<file path="src/sv/json_string_unescape_unit_macros.svh">
`ifndef JSON_STRING_UNESCAPE_UNIT_MACROS_SVH
`define JSON_STRING_UNESCAPE_UNIT_MACROS_SVH

// check in the same cycle
`define JSU_ASSERT_NOW(label, ante, cons, msg) \
    label: assert property (@(posedge i_clk) disable iff (!i_rst_n) \
        (ante) |-> (cons)) else $error(msg);

// check in the following cycle
`define JSU_ASSERT_NEXT(label, ante, cons, msg) \
    label: assert property (@(posedge i_clk) disable iff (!i_rst_n) \
        (ante) |=> (cons)) else $error(msg);

`endif

</file>
<file path="src/sv/jsu_pkg.sv">
package jsu_pkg;

    localparam int unsigned CP_W = 21;

    typedef struct packed {
        logic [CP_W-1:0] code_point;
        logic            text_ended;
    } t_in_word;

    typedef struct packed {
        logic [CP_W-1:0] out_char;
        logic            char_valid;
        logic            last;
        logic            error;
    } t_out_word;

    typedef enum logic [2:0] {
        MODE_PLAIN = 3'b001,
        MODE_ESC   = 3'b010,
        MODE_HEX   = 3'b100
    } t_mode;

    localparam logic [CP_W-1:0] CH_QUOTE  = 21'h00_0022;
    localparam logic [CP_W-1:0] CH_BSLASH = 21'h00_005C;
    localparam logic [CP_W-1:0] CH_SLASH  = 21'h00_002F;
    localparam logic [CP_W-1:0] CH_B      = 21'h00_0062;
    localparam logic [CP_W-1:0] CH_F      = 21'h00_0066;
    localparam logic [CP_W-1:0] CH_N      = 21'h00_006E;
    localparam logic [CP_W-1:0] CH_R      = 21'h00_0072;
    localparam logic [CP_W-1:0] CH_T      = 21'h00_0074;
    localparam logic [CP_W-1:0] CH_U      = 21'h00_0075;
    localparam logic [CP_W-1:0] CH_BS     = 21'h00_0008;
    localparam logic [CP_W-1:0] CH_FF     = 21'h00_000C;
    localparam logic [CP_W-1:0] CH_LF     = 21'h00_000A;
    localparam logic [CP_W-1:0] CH_CR     = 21'h00_000D;
    localparam logic [CP_W-1:0] CH_TAB    = 21'h00_0009;
    localparam logic [CP_W-1:0] CH_SPACE  = 21'h00_0020;

    localparam logic [10:0] HI_SURR_TOP = 11'h036;  // 0xD800 >> 10
    localparam logic [5:0]  LO_SURR_TOP = 6'h37;    // 0xDC00 >> 10
    localparam logic [CP_W-1:0] SUPP_BASE = 21'h01_0000;

    localparam logic [1:0] HEX_LAST = 2'd3;

endpackage

</file>
<file path="src/sv/jsu_in_stage.sv">
module jsu_in_stage import jsu_pkg::*; (
    input  logic     i_clk,
    input  logic     i_rst_n,
    input  logic     i_valid,
    output logic     o_ready,
    input  t_in_word i_word,
    output logic     o_valid,
    input  logic     i_down_ready,
    output t_in_word o_word
);

    logic     r_valid;
    t_in_word r_word;

    assign o_ready = !r_valid || i_down_ready;
    assign o_valid = r_valid;
    assign o_word  = r_word;

    always_ff @(posedge i_clk) begin
        if (!i_rst_n) begin
            r_valid <= 1'b0;
        end else if (i_valid && o_ready) begin
            r_valid <= 1'b1;
        end else if (i_down_ready) begin
            r_valid <= 1'b0;
        end
    end

    always_ff @(posedge i_clk) begin
        if (i_valid && o_ready) begin
            r_word <= i_word;
        end
    end

endmodule

</file>
<file path="src/sv/jsu_decode.sv">
`include "json_string_unescape_unit_macros.svh"

module jsu_decode import jsu_pkg::*; (
    input  logic      i_clk,
    input  logic      i_rst_n,
    input  logic      i_fire,
    input  t_in_word  i_word,
    output logic      o_res_valid,
    output t_out_word o_res
);

    t_mode            r_mode, n_mode;
    logic [1:0]       r_hex_count, n_hex_count;
    logic [15:0]      r_hex_accum, n_hex_accum;
    logic [CP_W-1:0]  r_held_char, n_held_char;
    logic             r_held_valid, n_held_valid;

    logic [CP_W-1:0]  c;
    logic [3:0]       digit;
    logic             digit_ok;
    logic [15:0]      hex_val;
    logic             do_push, do_fail, do_close;
    logic [CP_W-1:0]  push_val;
    logic             merge;
    logic [CP_W-1:0]  merged;

    assign c       = i_word.code_point;
    assign hex_val = {r_hex_accum[11:0], digit};
    assign merge   = (hex_val[15:10] == LO_SURR_TOP) && r_held_valid
                     && (r_held_char[20:10] == HI_SURR_TOP);
    assign merged  = {1'b0, r_held_char[9:0], hex_val[9:0]} + SUPP_BASE;

    always_comb begin
        digit    = 4'd0;
        digit_ok = 1'b0;
        if (c >= 21'h30 && c <= 21'h39) begin
            digit    = c[3:0];
            digit_ok = 1'b1;
        end else if ((c >= 21'h41 && c <= 21'h46) || (c >= 21'h61 && c <= 21'h66)) begin
            digit    = c[3:0] + 4'd9;
            digit_ok = 1'b1;
        end
    end

    always_comb begin
        n_mode       = r_mode;
        n_hex_count  = r_hex_count;
        n_hex_accum  = r_hex_accum;
        n_held_char  = r_held_char;
        n_held_valid = r_held_valid;
        do_push      = 1'b0;
        do_fail      = 1'b0;
        do_close     = 1'b0;
        push_val     = c;
        o_res_valid  = 1'b0;
        o_res        = '0;

        if (i_word.text_ended) begin
            do_fail = 1'b1;
        end else begin
            unique case (r_mode)
                MODE_ESC: begin
                    n_mode = MODE_PLAIN;
                    unique case (c)
                        CH_QUOTE, CH_BSLASH, CH_SLASH: do_push = 1'b1;
                        CH_B: begin
                            do_push  = 1'b1;
                            push_val = CH_BS;
                        end
                        CH_F: begin
                            do_push  = 1'b1;
                            push_val = CH_FF;
                        end
                        CH_N: begin
                            do_push  = 1'b1;
                            push_val = CH_LF;
                        end
                        CH_R: begin
                            do_push  = 1'b1;
                            push_val = CH_CR;
                        end
                        CH_T: begin
                            do_push  = 1'b1;
                            push_val = CH_TAB;
                        end
                        CH_U: begin
                            n_mode      = MODE_HEX;
                            n_hex_count = 2'd0;
                            n_hex_accum = 16'd0;
                        end
                        default: do_fail = 1'b1;
                    endcase
                end
                MODE_HEX: begin
                    if (!digit_ok) begin
                        do_fail = 1'b1;
                    end else if (r_hex_count != HEX_LAST) begin
                        n_hex_accum = hex_val;
                        n_hex_count = r_hex_count + 2'd1;
                    end else begin
                        n_mode      = MODE_PLAIN;
                        n_hex_count = 2'd0;
                        n_hex_accum = 16'd0;
                        if (merge) begin
                            n_held_char = merged;
                        end else begin
                            do_push  = 1'b1;
                            push_val = {5'd0, hex_val};
                        end
                    end
                end
                default: begin
                    if (c == CH_BSLASH) begin
                        n_mode = MODE_ESC;
                    end else if (c == CH_QUOTE) begin
                        do_close = 1'b1;
                    end else if (c < CH_SPACE) begin
                        do_fail = 1'b1;
                    end else begin
                        n_mode  = MODE_PLAIN;
                        do_push = 1'b1;
                    end
                end
            endcase
        end

        if (do_push) begin
            if (r_held_valid) begin
                o_res_valid      = 1'b1;
                o_res.out_char   = r_held_char;
                o_res.char_valid = 1'b1;
            end
            n_held_char  = push_val;
            n_held_valid = 1'b1;
        end

        if (do_fail || do_close) begin
            o_res_valid = 1'b1;
            o_res.last  = 1'b1;
            o_res.error = do_fail;
            if (do_close && r_held_valid) begin
                o_res.out_char   = r_held_char;
                o_res.char_valid = 1'b1;
            end
            n_mode       = MODE_PLAIN;
            n_hex_count  = 2'd0;
            n_hex_accum  = 16'd0;
            n_held_valid = 1'b0;
        end
    end

    always_ff @(posedge i_clk) begin
        if (!i_rst_n) begin
            r_mode       <= MODE_PLAIN;
            r_hex_count  <= 2'd0;
            r_hex_accum  <= 16'd0;
            r_held_valid <= 1'b0;
        end else if (i_fire) begin
            r_mode       <= n_mode;
            r_hex_count  <= n_hex_count;
            r_hex_accum  <= n_hex_accum;
            r_held_valid <= n_held_valid;
        end
    end

    always_ff @(posedge i_clk) begin
        if (i_fire) begin
            r_held_char <= n_held_char;
        end
    end

    `JSU_ASSERT_NEXT(a_last_clears, i_fire && o_res_valid && o_res.last,
        r_mode == MODE_PLAIN && !r_held_valid && r_hex_count == 2'd0,
        "state not cleared after final word")
    `JSU_ASSERT_NOW(a_count_in_hex, r_mode != MODE_HEX, r_hex_count == 2'd0,
        "hex count set outside hex mode")
    `JSU_ASSERT_NOW(a_mid_needs_held, i_fire && o_res_valid && !o_res.last,
        o_res.char_valid && r_held_valid && !o_res.error,
        "mid-string word without held character")

endmodule

</file>
<file path="src/sv/jsu_out_stage.sv">
module jsu_out_stage import jsu_pkg::*; (
    input  logic      i_clk,
    input  logic      i_rst_n,
    input  logic      i_load,
    input  logic      i_res_valid,
    input  t_out_word i_res,
    output logic      o_up_ready,
    output logic      o_valid,
    input  logic      i_ready,
    output t_out_word o_word
);

    logic      r_valid;
    t_out_word r_word;

    assign o_up_ready = !r_valid || i_ready;
    assign o_valid    = r_valid;
    assign o_word     = r_word;

    always_ff @(posedge i_clk) begin
        if (!i_rst_n) begin
            r_valid <= 1'b0;
        end else if (i_load) begin
            r_valid <= i_res_valid;
        end else if (i_ready) begin
            r_valid <= 1'b0;
        end
    end

    always_ff @(posedge i_clk) begin
        if (i_load && i_res_valid) begin
            r_word <= i_res;
        end
    end

endmodule

</file>
<file path="src/sv/json_string_unescape_unit.sv">
// JSON string body unescaper.
// Input channel (i_valid / o_ready, i_in_word): one code point of the string
// body per word, starting after the opening quote, or text_ended to abort.
// Output channel (o_valid / i_ready, o_out_word): decoded characters, one
// word behind the input so a \u low surrogate can merge into the held high
// surrogate. The closing quote flushes the held character with last set;
// malformed text gives one word with error and last set.
// An input word is registered at acceptance, decoded combinationally, and its
// result is loaded into the output register once that register is free or
// draining. Throughput: one word per cycle while i_ready does not stall the
// output. Words that produce no result (backslash, hex digits, merges)
// leave a bubble.
// Reset: synchronous active-low i_rst_n empties both registers and returns
// the decoder to plain mode with nothing held.
// Stall: with i_ready low, the output register holds its word; the input
// register fills and o_ready drops until the output drains.
module json_string_unescape_unit import jsu_pkg::*; (
    input  logic      i_clk,
    input  logic      i_rst_n,
    input  logic      i_valid,
    output logic      o_ready,
    input  t_in_word  i_in_word,
    output logic      o_valid,
    input  logic      i_ready,
    output t_out_word o_out_word
);

    logic      in_valid;
    t_in_word  in_word;
    logic      up_ready;
    logic      fire;
    logic      res_valid;
    t_out_word res;

    assign fire = in_valid && up_ready;

    jsu_in_stage u_in (
        .i_clk        (i_clk),
        .i_rst_n      (i_rst_n),
        .i_valid      (i_valid),
        .o_ready      (o_ready),
        .i_word       (i_in_word),
        .o_valid      (in_valid),
        .i_down_ready (up_ready),
        .o_word       (in_word)
    );

    jsu_decode u_dec (
        .i_clk       (i_clk),
        .i_rst_n     (i_rst_n),
        .i_fire      (fire),
        .i_word      (in_word),
        .o_res_valid (res_valid),
        .o_res       (res)
    );

    jsu_out_stage u_out (
        .i_clk       (i_clk),
        .i_rst_n     (i_rst_n),
        .i_load      (fire),
        .i_res_valid (res_valid),
        .i_res       (res),
        .o_up_ready  (up_ready),
        .o_valid     (o_valid),
        .i_ready     (i_ready),
        .o_word      (o_out_word)
    );

endmodule

</file>
<file path="config.mk">
export PLATFORM = sky130hd
export DESIGN_NAME = json_string_unescape_unit
export DESIGN_NICKNAME = d
export VERILOG_FILES = /design/src/sv/jsu_pkg.sv /design/src/sv/jsu_in_stage.sv /design/src/sv/jsu_decode.sv /design/src/sv/jsu_out_stage.sv /design/src/sv/json_string_unescape_unit.sv
export VERILOG_INCLUDE_DIRS = /design/src /design/src/sv
export SDC_FILE = /design/constraint.sdc
export NUM_CORES = 1
export LEC_CHECK = 0
export BUFFER_PORTS_ARGS = -buffer_cell sky130_fd_sc_hd__buf_2
export CORE_MARGIN = 5
export CORE_UTILIZATION = 45
export DETAILED_ROUTE_END_ITERATION = 8
export GPL_ROUTABILITY_DRIVEN = 0
export PLACE_DENSITY_LB_ADDON = 0.15
export REMOVE_ABC_BUFFERS = 1
export SLEW_MARGIN = 20
export SYNTH_ARGS = -nofsm -noshare
export SYNTH_HDL_FRONTEND = slang
export SYNTH_SLANG_ARGS = --single-unit
export TNS_END_PERCENT = 10
</file>
<file path="constraint.sdc">
create_clock -name i_clk -period 10.3 [get_ports i_clk]
set_input_delay 1.545 -clock i_clk [delete_from_list [all_inputs] [get_ports i_clk]]
set_output_delay 1.545 -clock i_clk [all_outputs]
set_load 0.05 [all_outputs]
</file>
After elaboration in Yosys (flattened, before gate mapping)
Index checks and enable logic that the tools add are counted.
- flip-flop bits (word level): 87
- input port bits: 26
- output and inout bits: 26
- logic and storage cells: 144
- $add $sub $neg: 3
- magnitude comparators: 7
- eq/ne operators: 22
- mux-type cells: 70
- reductions and logical operators: 29
- operator list (cell ; count):
    $mux W21 ; 10
    $eq A21 B7 Y1 const B ; 7
    $pmux W21 S5 ; 1
    $mux W22 ; 3
    $mux W12 ; 5
    $eq A21 B6 Y1 const B ; 2
    $ge A21 B7 Y1 const B ; 2
    $le A21 B7 Y1 const B ; 2
    $pmux W21 S2 ; 1
    $mux W1 ; 29
    $mux W24 ; 1
    $mux W3 ; 8
    $pmux W12 S2 ; 1
    $add A20 B17 Y21 const B ; 1
    $ge A21 B6 Y1 const B ; 1
    $le A21 B6 Y1 const B ; 1
    $lt A21 B6 Y1 const B ; 1
    $reduce_and A6 Y1 ; 2
    $reduce_bool A2 Y1 ; 6
    $eq A11 B6 Y1 const B ; 1
    $mux W2 ; 5
    $ne A5 B4 Y1 const B ; 2
    $logic_and A1 B1 Y1 ; 9
    $reduce_or A9 Y1 ; 1
    other kinds (21) ; 29

Longest topological paths before layout
Gate-level depths: netlist (run 1).
- depth after elaboration: 12
- mapped depth: 11
- gate-level depth less buffers: 9

By module
From an unflattened synthesis (run 1), not the netlist that was laid out.
- cells, all modules: 358
- area total of the unflattened synthesis: 4289.1 um2
- modules (own cells, without submodules) (module ; times used ; cells each ; area an instance (um2) ; sequential area each (um2)):
    jsu_decode ; 1 ; 301 ; 2792.7 ; 991.0
    jsu_out_stage ; 1 ; 29 ; 772.0 ; 740.7
    jsu_in_stage ; 1 ; 27 ; 718.2 ; 680.7
    json_string_unescape_unit ; 1 ; 1 ; 6.3 ; 0.0

Worst setup path before layout (run 1)
No wires, ideal clock.
- path type: input to register
- from: input port i_ready
- to: register u_dec.r_held_char[0], enable pin
- setup time: 0.425 ns
- arrival: 3.379 ns
- data required time: 9.875 ns
- setup slack: 6.496 ns
- stages: 3
- buffers on the path: 0
- cell sequence: nor2b_1 -> nand2b_1 -> nor3_1
- longest elaborated chain between the ends: 3
- RTL lines (item ; line ; RTL):
    start: declaration ; json_string_unescape_unit.sv:24 ; input logic i_ready,
    $logic_or A1 B1 Y1 ; jsu_out_stage.sv:16 ; assign o_up_ready = !r_valid || i_ready;
    $logic_and A1 B1 Y1 ; json_string_unescape_unit.sv:35 ; assign fire = in_valid && up_ready;
    $reduce_and A6 Y1 (no source line) ; - ;
    end signal: assignment ; jsu_decode.sv:168 ; r_held_char <= n_held_char;
    end: declaration ; jsu_decode.sv:15 ; logic [CP_W-1:0] r_held_char, n_held_char;
Every way passes these cells.
A chain may end at the register's enable or synchronous reset.

Worst setup path in the final report (run 1)
- from: input port i_ready
- to: output port o_ready
- longest elaborated chain between the ends: 2
- RTL lines (item ; line ; RTL):
    $logic_or A1 B1 Y1 ; jsu_out_stage.sv:16 ;
    $logic_or A1 B1 Y1 ; jsu_in_stage.sv:15 ; assign o_ready = !r_valid || i_down_ready;
    end: declaration ; json_string_unescape_unit.sv:21 ; output logic o_ready,
Every way passes these cells.

==> flow_summary.yaml, run 1 <==
placed_design:
  dp.final_hpwl_um: 5970
  detailedPlace.worstSlack_ps: 6480
  numPortBuffers: 51
timing:
  final.period_utilization: 0.370
  timing_worst_slew_pin_value_ps: 975
  finalClockSkew_ps: 11.5
  finalHoldViolCount: 0
  max_freq_mhz: 262
  final-setup-viol-count: 0
  timing.final.ws_setup_ps: 6490
  fin_tns_setup_ps: 0
  slew_violations: 0
  period_minus_slack_ps: 3810
  max-slew-margin-rel: 0.350
  rsz_0062_raised_after_global_routing: "false"
worst_setup_path:
  setup.worst_path.class: "input port to output port"
  setup.worst_path.start_class: "input port"
  critical_path.slowest_cell: "sky130_fd_sc_hd__nor2b_1"
  cp_slowest_stage_delay_ps: 300
  worst_path_dominant_cell_family: "simple AND/OR/NAND/NOR gates"
  required_ps: 8760
  reg2reg_setup_slack_ps: 7020
  worstPathBufferInverterCount: 2
  rr_worst_depth: 10
  crit_path_end_kind: "output port"
  worst-endpoint-arrival_ps: 2270
  cp.depth: 4
  cp_max_fo: 6
  critPathMostFrequentCell: "sky130_fd_sc_hd__buf_2"
  timing.critical_path.cells: "buf_2 > nor2b_1 > nand2_1 > buf_2"
power:
  leakage_nw: 1.68
  power-per-cell-area_nw_per_um2: 157
  vdd_drop_max_uv: 75.6
  power_consumption_mw: 0.730
final_layout:
  areaGrowthSynthToFinish_pct: 13.7
  finish.net_count: 433
  post_route_cells_drive_above_1_share: 0.239
  final_core_utilization: 0.528
  antennaDiodeCount: 0
clock_network:
  cts.sinks: 87
  clockBufferDepth: 2
  post_cts_buffers: 0
  numCtsBuffers: 9
  cts_tree: "done"
  post_cts_hold_buffer_count: 0
  cts-root-buf: "sky130_fd_sc_hd__clkbuf_8"
  cts.htree.levels: 3
  clock_latency_of_the_later_clocked_register_in_the_worst_skew_pair_ps: 360
  cts_resizes: 0
  clkSlewWorstSetupHoldPaths_ps: 90
logic_synthesis:
  yosys.cell_types.count: 63
  yosys.cell_count.top_type: "sky130_fd_sc_hd__edfxtp_1"
  synthesis.area_um2: 4090
  post-synth-top-area-cell: "sky130_fd_sc_hd__edfxtp_1"
  post_synth_most_frequent_cells: "sky130_fd_sc_hd__edfxtp_1 (67), sky130_fd_sc_hd__nand2_1 (39), sky130_fd_sc_hd__and2_1 (23), sky130_fd_sc_hd__dfxtp_1 (20), sky130_fd_sc_hd__inv_1 (18)"
  number_of_enable_type_register_cells_in_the_synthesized_netlist: 67
  synth.avg_cell_area_um2: 11.6
  number_of_standard_cells_after_synthesis: 354
  postSynth.topFlopCell: "sky130_fd_sc_hd__edfxtp_1"
  synth_area_leaders: "sky130_fd_sc_hd__edfxtp_1 (49%), sky130_fd_sc_hd__dfxtp_1 (9.8%), sky130_fd_sc_hd__nand2_1 (3.6%)"
  post-synth-top-area-fraction: 0.492
  postSynthRegisterBits: 87
  seq_area_frac_synth: 0.590
  synth-warning-count: 0
  synth-async-reset-ratio: 0
route:
  first_iter_violations: 138
  detail_route.vias_per_cell: 5.53
  post-route-drc-count: 0
  drt-pass1-iter-count: 4
  routed_wire_length_per_instance_um: 16.6
  drtAntennaViolNets: 0
  via_count: 2840
  routed_wirelength_um: 8550
floorplan:
  fp.dieH_um: 105
  chipWidth_um: 105
  dieArea_um2: 11100
  row_count: 34
  area_inside_the_core_boundary_um2: 8810
  initial_core_util: 0.464
  i_o_pin_count: 52
grt:
  grt_start_max_net_pins: 31
  antenna_found_initial: 0
  track_usage: 0.157
  vias_in_the_first_global_route: 2747
  global_route_wire_length_before_repair_um: 13800
  grt_overflow: 0
min_path:
  hold_depth: 2
  holdCritPathClass: "register to register"
outcome:
  status: "finished clean"
run:
  drv_cap: 0
==> per-layer routing <==
metal / global-route usage / routed length [um]
met5: 0 / 0
met4: 0.0553 / 99
met3: 0.0336 / 525
met2: 0.235 / 3850
met1: 0.226 / 4080
==> where the power goes <==
part           switching [mW]  internal (mW)
clock network           0.132          0.141
registers              0.0112          0.390
logic                  0.0382         0.0177
==> worst reg2reg max path, stage by stage, from the launching register on <==
cell	delay (ps)
sky130_fd_sc_hd__edfxtp_1	490
sky130_fd_sc_hd__inv_1	180
sky130_fd_sc_hd__ha_1	280
sky130_fd_sc_hd__and3b_1	210
sky130_fd_sc_hd__a221o_1	350
sky130_fd_sc_hd__nand3_1	210
sky130_fd_sc_hd__nand3b_4	160
sky130_fd_sc_hd__a32oi_1	200
sky130_fd_sc_hd__buf_4	340
sky130_fd_sc_hd__mux2_2	400
sky130_fd_sc_hd__a31o_2	220
==> worst paths after layout <==
kind,start,end
setup / recovery,i_ready,o_ready
hold reg to reg,u_dec.r_hex_accum[4],u_dec.r_hex_accum[4]
setup reg to reg,u_in.o_word[1],u_dec.r_held_char[15]
hold / removal,u_dec.r_hex_accum[4],u_dec.r_hex_accum[4]
==> area by class of cell <==
class | instances | area, um^2
clock buffers | 9 | 124
inverters | 18 | 67.6
multi-input cells | 232 | 1540
fillers | 756 | 4160
repair buffers | 53 | 270
well taps | 108 | 135
flip-flops and latches | 87 | 2410
clock inverters | 7 | 104
==> per-stage QoR <==
step                      area, um^2  instances  hold WS, ps
after CTS                       4640        514          463
after floorplan                 4010        337          425
final                           4650        514          463
after global routing            4650        514          491
after detailed placement        4420        498          443
after global placement          4420        498          437
==> sequential cells by signal, summed over array words and instances, names as in the netlist <==
| register | count |
|---|---|
| u_in.o_word | 22 |
| u_dec.r_mode | 3 |
| u_out.o_valid | 1 |
| u_out.o_word | 24 |
| u_dec.r_held_char | 21 |
| u_in.o_valid | 1 |
| u_dec.r_hex_count | 2 |
| u_dec.r_held_valid | 1 |
| u_dec.r_hex_accum | 12 |
==> cell families after synthesis <==
family | count (synthesis) | synth area share
compound gates | 76 | 0.132
buf+inv | 35 | 0.0370
fa+ha+maj | 6 | 0.0184
simple gates | 141 | 0.202
flops | 87 | 0.590
xor+xnor | 4 | 0.00857
mux | 5 | 0.0128
==> layout by cell type, fill, tap and decap left out, types with 4 or more instances in the layout <==
master and n:
sky130_fd_sc_hd__nand4_1 5, sky130_fd_sc_hd__dfxtp_1 20, sky130_fd_sc_hd__nor2_1 12, sky130_fd_sc_hd__edfxtp_1 67, sky130_fd_sc_hd__ha_1 6, sky130_fd_sc_hd__and2_1 23
sky130_fd_sc_hd__nor3_1 6, sky130_fd_sc_hd__nand2_1 39, sky130_fd_sc_hd__nor4_1 4, sky130_fd_sc_hd__clkbuf_8 9, sky130_fd_sc_hd__nand3_1 15, sky130_fd_sc_hd__o211ai_1 4
sky130_fd_sc_hd__nor2b_1 5, sky130_fd_sc_hd__o21a_1 4, sky130_fd_sc_hd__o21ai_0 17, sky130_fd_sc_hd__inv_1 18, sky130_fd_sc_hd__o21ai_2 10, sky130_fd_sc_hd__a21oi_1 14
sky130_fd_sc_hd__buf_2 51
No activity file was read; power rests on OpenSTA's default activity.
==> run 2, diff against run 1 <==
==> constraint.sdc (replaced) <==
create_clock -name i_clk -period 3.9 [get_ports i_clk]
set_input_delay 0.585 -clock i_clk [delete_from_list [all_inputs] [get_ports i_clk]]
set_output_delay 0.585 -clock i_clk [all_outputs]
set_load 0.05 [all_outputs]
==> run 2 against run 1 <==
  * Sequential share of layout area rose by 0.38 points
  * First-iteration DRC count rose by 36%
  * Non-clock buffer count rose by 2
  * Combinational power rose to 2.6 times the previous value
  * Routed wire length fell by 1.3%
  * Register-to-register slack got worse by 6500 ps
  * Global-route usage rose by 0.11 points
  * Core utilization fell by 0.38 points
  * Sequential cell count did not move
  * Count of clock-buffer cells in the layout rose by 1
  * Critical endpoint is now u_out.o_word[17]
  * Largest cell class unchanged
==> flow_summary.yaml, run 2 (synthesis results as in run 1) <==
timing:
  finalHoldViolCount: 0
  period_minus_slack_ps: 3420
  slew_violations: 0
  final-setup-viol-count: 0
  max_freq_mhz: 292
  final.period_utilization: 0.878
  timing_worst_slew_pin_value_ps: 995
  hold-worst-slack_ps: 403
  rsz_0062_raised_after_global_routing: "false"
  fin_tns_setup_ps: 0
  finalClockSkew_ps: 9.41
  max-slew-margin-rel: 0.336
clock_network:
  post_cts_buffers: 0
  cts_resizes: 0
  post_cts_hold_buffer_count: 0
  cts.sinks: 87
  cts.htree.levels: 3
  clockBufferDepth: 2
  cts_tree: "done"
  clock_latency_of_the_later_clocked_register_in_the_worst_skew_pair_ps: 350
  cts-root-buf: "sky130_fd_sc_hd__clkbuf_8"
  numCtsBuffers: 9
  clkSlewWorstSetupHoldPaths_ps: 90
final_layout:
  antennaDiodeCount: 0
  finish.net_count: 435
  seq_area_um2: 2410
  final.fill_count: 792
  layout_commonest_cell: "sky130_fd_sc_hd__edfxtp_1"
  areaGrowthSynthToFinish_pct: 12.8
  most_frequent_cells_in_the_layout: "sky130_fd_sc_hd__edfxtp_1 (67), sky130_fd_sc_hd__buf_2 (51), sky130_fd_sc_hd__nand2_1 (39)"
  largest_register_ff_count: 24
  multi_input_combinational_cell_area_um2: 1540
  post_route_cells_drive_above_1_share: 0.240
power:
  power-per-cell-area_nw_per_um2: 388
  vdd_drop_max_uv: 164
  leakage_nw: 1.66
min_path:
  hold_path_startpoint: "i_in_word[20]"
  holdCritPathClass: "input port to register"
worst_setup_path:
  worst-endpoint-arrival_ps: 3400
  required_ps: 3880
  setup.worst_path.start_class: "register"
  setup.worst_path.class: "register to register"
  crit-reg2reg-launch: "u_in.o_word[1]"
  cp_max_fo: 24
  startpoint: "u_in.o_word[1]"
  crit_path_end_kind: "register"
floorplan:
  row_count: 34
  fp.dieH_um: 105
  initial_core_util: 0.464
  area_inside_the_core_boundary_um2: 8810
  chipWidth_um: 105
  dieArea_um2: 11100
  i_o_pin_count: 52
run:
  drv_cap: 0
grt:
  vias_in_the_first_global_route: 2784
  global_route_wire_length_before_repair_um: 14100
  grt_overflow: 0
  grt_start_max_net_pins: 25
  antenna_found_initial: 0
  track_usage: 0.158
route:
  first_iter_violations: 187
  routed_wirelength_um: 8440
  detail_route.vias_per_cell: 5.47
  post-route-drc-count: 0
  drtAntennaViolNets: 0
  via_count: 2823
  routed_wire_length_per_instance_um: 16.3
  drt-pass1-iter-count: 4
placed_design:
  dp.final_hpwl_um: 6090
  numPortBuffers: 51
outcome:
  status: "finished clean"
-- run 2: worst max-delay path, cell delays in order, from the launching register on --
cell                       delay (ps)
sky130_fd_sc_hd__edfxtp_1         470
sky130_fd_sc_hd__inv_1            150
sky130_fd_sc_hd__ha_1             270
sky130_fd_sc_hd__and3b_1          210
sky130_fd_sc_hd__nor3_1           260
sky130_fd_sc_hd__o21ai_1          140
sky130_fd_sc_hd__or3_2            570
sky130_fd_sc_hd__o211ai_4         150
sky130_fd_sc_hd__o21a_1           830
-- run 2: layer usage --
layer	up-vias	track usage	share of wire
met3	12	0.0330	0.058
met4	0	0.0534	0.016
met1	1317	0.218	0.49
met5	-	0	0
li1	1412	-	-
met2	82	0.249	0.44
-- run 2: power breakdown --
part	switching, mW	total [mW]	internal (mW)
clock network	0.339	0.581	0.242
logic	0.101	0.148	0.0475
registers	0.0293	1.06	1.03
-- run 2: layout make-up --
cell class,count,share of cell area
Sequential cell,87,0.523
Multi-Input combinational cell,232,0.333
Timing Repair Buffer,55,0.0618
Tap cell,108,0.0293
Clock buffer,10,0.0276
Inverter,18,0.0146
Clock inverter,6,0.0114
-- run 2: path summary, 6_finish.rpt --
check / slack (ps) / endpoint / cells past startpoint
hold / removal: 400 / u_in.o_word[20] / 1
hold reg to reg: 460 / u_dec.r_hex_accum[5] / 2
setup / recovery: 480 / u_out.o_word[17] / 8
setup reg to reg: 480 / u_out.o_word[17] / 8
-- run 2: metrics by stage --
stage | instances | total power [mW] | util | setup WS [ps] | area, um^2
2_1_floorplan | 337 | 1.17 | - | -171 | 4010
3_5_place_dp | 500 | 1.23 | 0.504 | 458 | 4440
3_3_place_gp | 500 | 1.23 | 0.503 | 592 | 4430
6_report | 516 | 1.79 | 0.524 | 476 | 4620
4_1_cts | 516 | 1.81 | 0.524 | 431 | 4620
5_1_grt | 516 | 1.86 | 0.524 | 158 | 4620
==> run 3, diff against run 2 <==
--- a/config.mk
+++ b/config.mk
@@ -7,6 +7,8 @@
 export NUM_CORES = 1
 export LEC_CHECK = 0
 export BUFFER_PORTS_ARGS = -buffer_cell sky130_fd_sc_hd__buf_2
+export CELL_PAD_IN_SITES_DETAIL_PLACEMENT = 1
+export CELL_PAD_IN_SITES_GLOBAL_PLACEMENT = 1
 export CORE_MARGIN = 5
 export CORE_UTILIZATION = 45
 export DETAILED_ROUTE_END_ITERATION = 8
==> run 3 against run 2 <==
  * Combinational power grew 3%
  * Sequential cell count unchanged
  * Register-to-register slack better by 90 ps
  * Final area rose by 1.1%
  * Total power rose by 5.8%
  * Count of clock-buffer cells in the layout did not move
  * Worst setup slack improved by 87 ps
  * Critical endpoint is now u_dec.r_held_char[15]
==> flow_summary.yaml, run 3 (synthesis results as in run 1) <==
outcome:
  status: "finished clean"
floorplan:
  area_inside_the_core_boundary_um2: 8810
  fp.dieH_um: 105
  dieArea_um2: 11100
  i_o_pin_count: 52
  chipWidth_um: 105
  initial_core_util: 0.464
  row_count: 34
worst_setup_path:
  setup.worst_path.class: "register to register"
  crit_path_end_kind: "register"
  required_ps: 4030
  setup.worst_path.start_class: "register"
  cp_max_fo: 12
  rr_worst_depth: 10
  worst-endpoint-arrival_ps: 3470
grt:
  antenna_found_initial: 0
  vias_in_the_first_global_route: 2958
  grt_start_max_net_pins: 25
  grt_overflow: 0
  track_usage: 0.175
  global_route_wire_length_before_repair_um: 15300
final_layout:
  largest_register_ff_count: 24
  finish.net_count: 436
  most_frequent_cells_in_the_layout: "sky130_fd_sc_hd__edfxtp_1 (67), sky130_fd_sc_hd__buf_2 (51), sky130_fd_sc_hd__nand2_1 (39)"
  post_route_cells_drive_above_1_share: 0.244
  layout_commonest_cell: "sky130_fd_sc_hd__edfxtp_1"
  areaGrowthSynthToFinish_pct: 14.1
  antennaDiodeCount: 0
min_path:
  hold_depth: 1
  holdCritPathClass: "input port to register"
power:
  combinationalPowerShare: 0.080
  vdd_drop_max_uv: 163
  power_frac_clock: 0.359
  netSwitchingPower_mw: 0.489
  leakage_nw: 1.69
  power-per-cell-area_nw_per_um2: 406
  p_int_mw: 1.40
  netSwitchingFraction: 0.258
  seq_power_share: 0.560
clock_network:
  post_cts_hold_buffer_count: 0
  numCtsBuffers: 9
  clock_latency_of_the_later_clocked_register_in_the_worst_skew_pair_ps: 370
  cts_resizes: 0
  cts_tree: "done"
  clkSlewWorstSetupHoldPaths_ps: 100
  post_cts_buffers: 0
  cts.sinks: 87
  cts-root-buf: "sky130_fd_sc_hd__clkbuf_8"
  clockBufferDepth: 2
  cts.htree.levels: 3
timing:
  final.period_utilization: 0.856
  timing_worst_slew_pin_value_ps: 993
  slew_violations: 0
  hold-worst-slack_ps: 389
  period_minus_slack_ps: 3340
  max_freq_mhz: 300
  finalClockSkew_ps: 9.72
  fin_tns_setup_ps: 0
  timing.final.ws_setup_ps: 563
  finalHoldViolCount: 0
  final-setup-viol-count: 0
  max-slew-margin-rel: 0.338
  rsz_0062_raised_after_global_routing: "false"
placed_design:
  dp.final_hpwl_um: 6930
  detailedPlace.worstSlack_ps: 440
  numPortBuffers: 51
route:
  drtAntennaViolNets: 0
  drt-pass1-iter-count: 4
  detail_route.vias_per_cell: 5.63
  post-route-drc-count: 0
  routed_wirelength_um: 9410
  routed_wire_length_per_instance_um: 18.2
  via_count: 2909
  first_iter_violations: 160
run:
  drv_cap: 0
run 3: changes by cell type in the layout (fill, tap and decap cells not counted), sizes merged:
cell	delta
buf	+1
bufinv	+1
clkinv	+1
clkinvlp	-1
inv	-1
run 3: path summary, 6_finish.rpt:
kind | endpoint | slack [ps] | from
hold / removal | u_in.o_word[17] | 390 | i_in_word[17]
setup reg to reg | u_dec.r_held_char[15] | 560 | u_in.o_word[1]
hold reg to reg | u_dec.r_hex_accum[2] | 470 | u_dec.r_hex_accum[2]
setup / recovery | u_dec.r_held_char[15] | 560 | u_in.o_word[1]
run 3: area by class of cell:
| type | instances | area (um^2) |
|---|---|---|
| clock inverter | 6 | 77.6 |
| multi-input combinational | 232 | 1540 |
| timing repair buffer | 56 | 300 |
| sequential | 87 | 2410 |
| clock buffer | 10 | 138 |
| tap | 108 | 135 |
| fill | 956 | 4140 |
| inverter | 18 | 67.6 |
run 3: power groups by stage:
stage | Combinational [mW] | Clock, mW | Sequential, mW
finish | 0.152 | 0.680 | 1.06
detailed placement | 0.150 | 0 | 1.08
global placement | 0.148 | 0 | 1.08
floorplan | 0.0668 | 0 | 1.11
CTS | 0.151 | 0.695 | 1.06
global route | 0.165 | 0.740 | 1.06
run 3: per-stage QoR:
stage	instance area [um^2]	std cells	power, mW	util
after floorplan	4010	337	1.17	-
after global placement	4430	500	1.23	0.503
after detailed placement	4430	500	1.23	0.503
after CTS	4650	516	1.91	0.528
after global routing	4670	517	1.97	0.530
final	4670	517	1.89	0.530
run 3: routing by layer:
metal / vias to the layer above / GRT usage / part of all wire
li1: 1409 / - / -
met1: 1420 / 0.238 / 0.48
met4: 0 / 0.0703 / 0.018
met2: 64 / 0.276 / 0.46
met3: 16 / 0.0342 / 0.042
met5: - / 0 / 0
run 3: worst max-delay path: stages, from the launching register on:
cell and delay (ps):
sky130_fd_sc_hd__edfxtp_1 470, sky130_fd_sc_hd__inv_1 170, sky130_fd_sc_hd__ha_1 270, sky130_fd_sc_hd__nor3b_1 180, sky130_fd_sc_hd__nor3_1 310, sky130_fd_sc_hd__o21ai_1 150, sky130_fd_sc_hd__or2_2 320, sky130_fd_sc_hd__a32oi_1 410
sky130_fd_sc_hd__buf_4 270, sky130_fd_sc_hd__mux2_2 350, sky130_fd_sc_hd__a31o_2 210
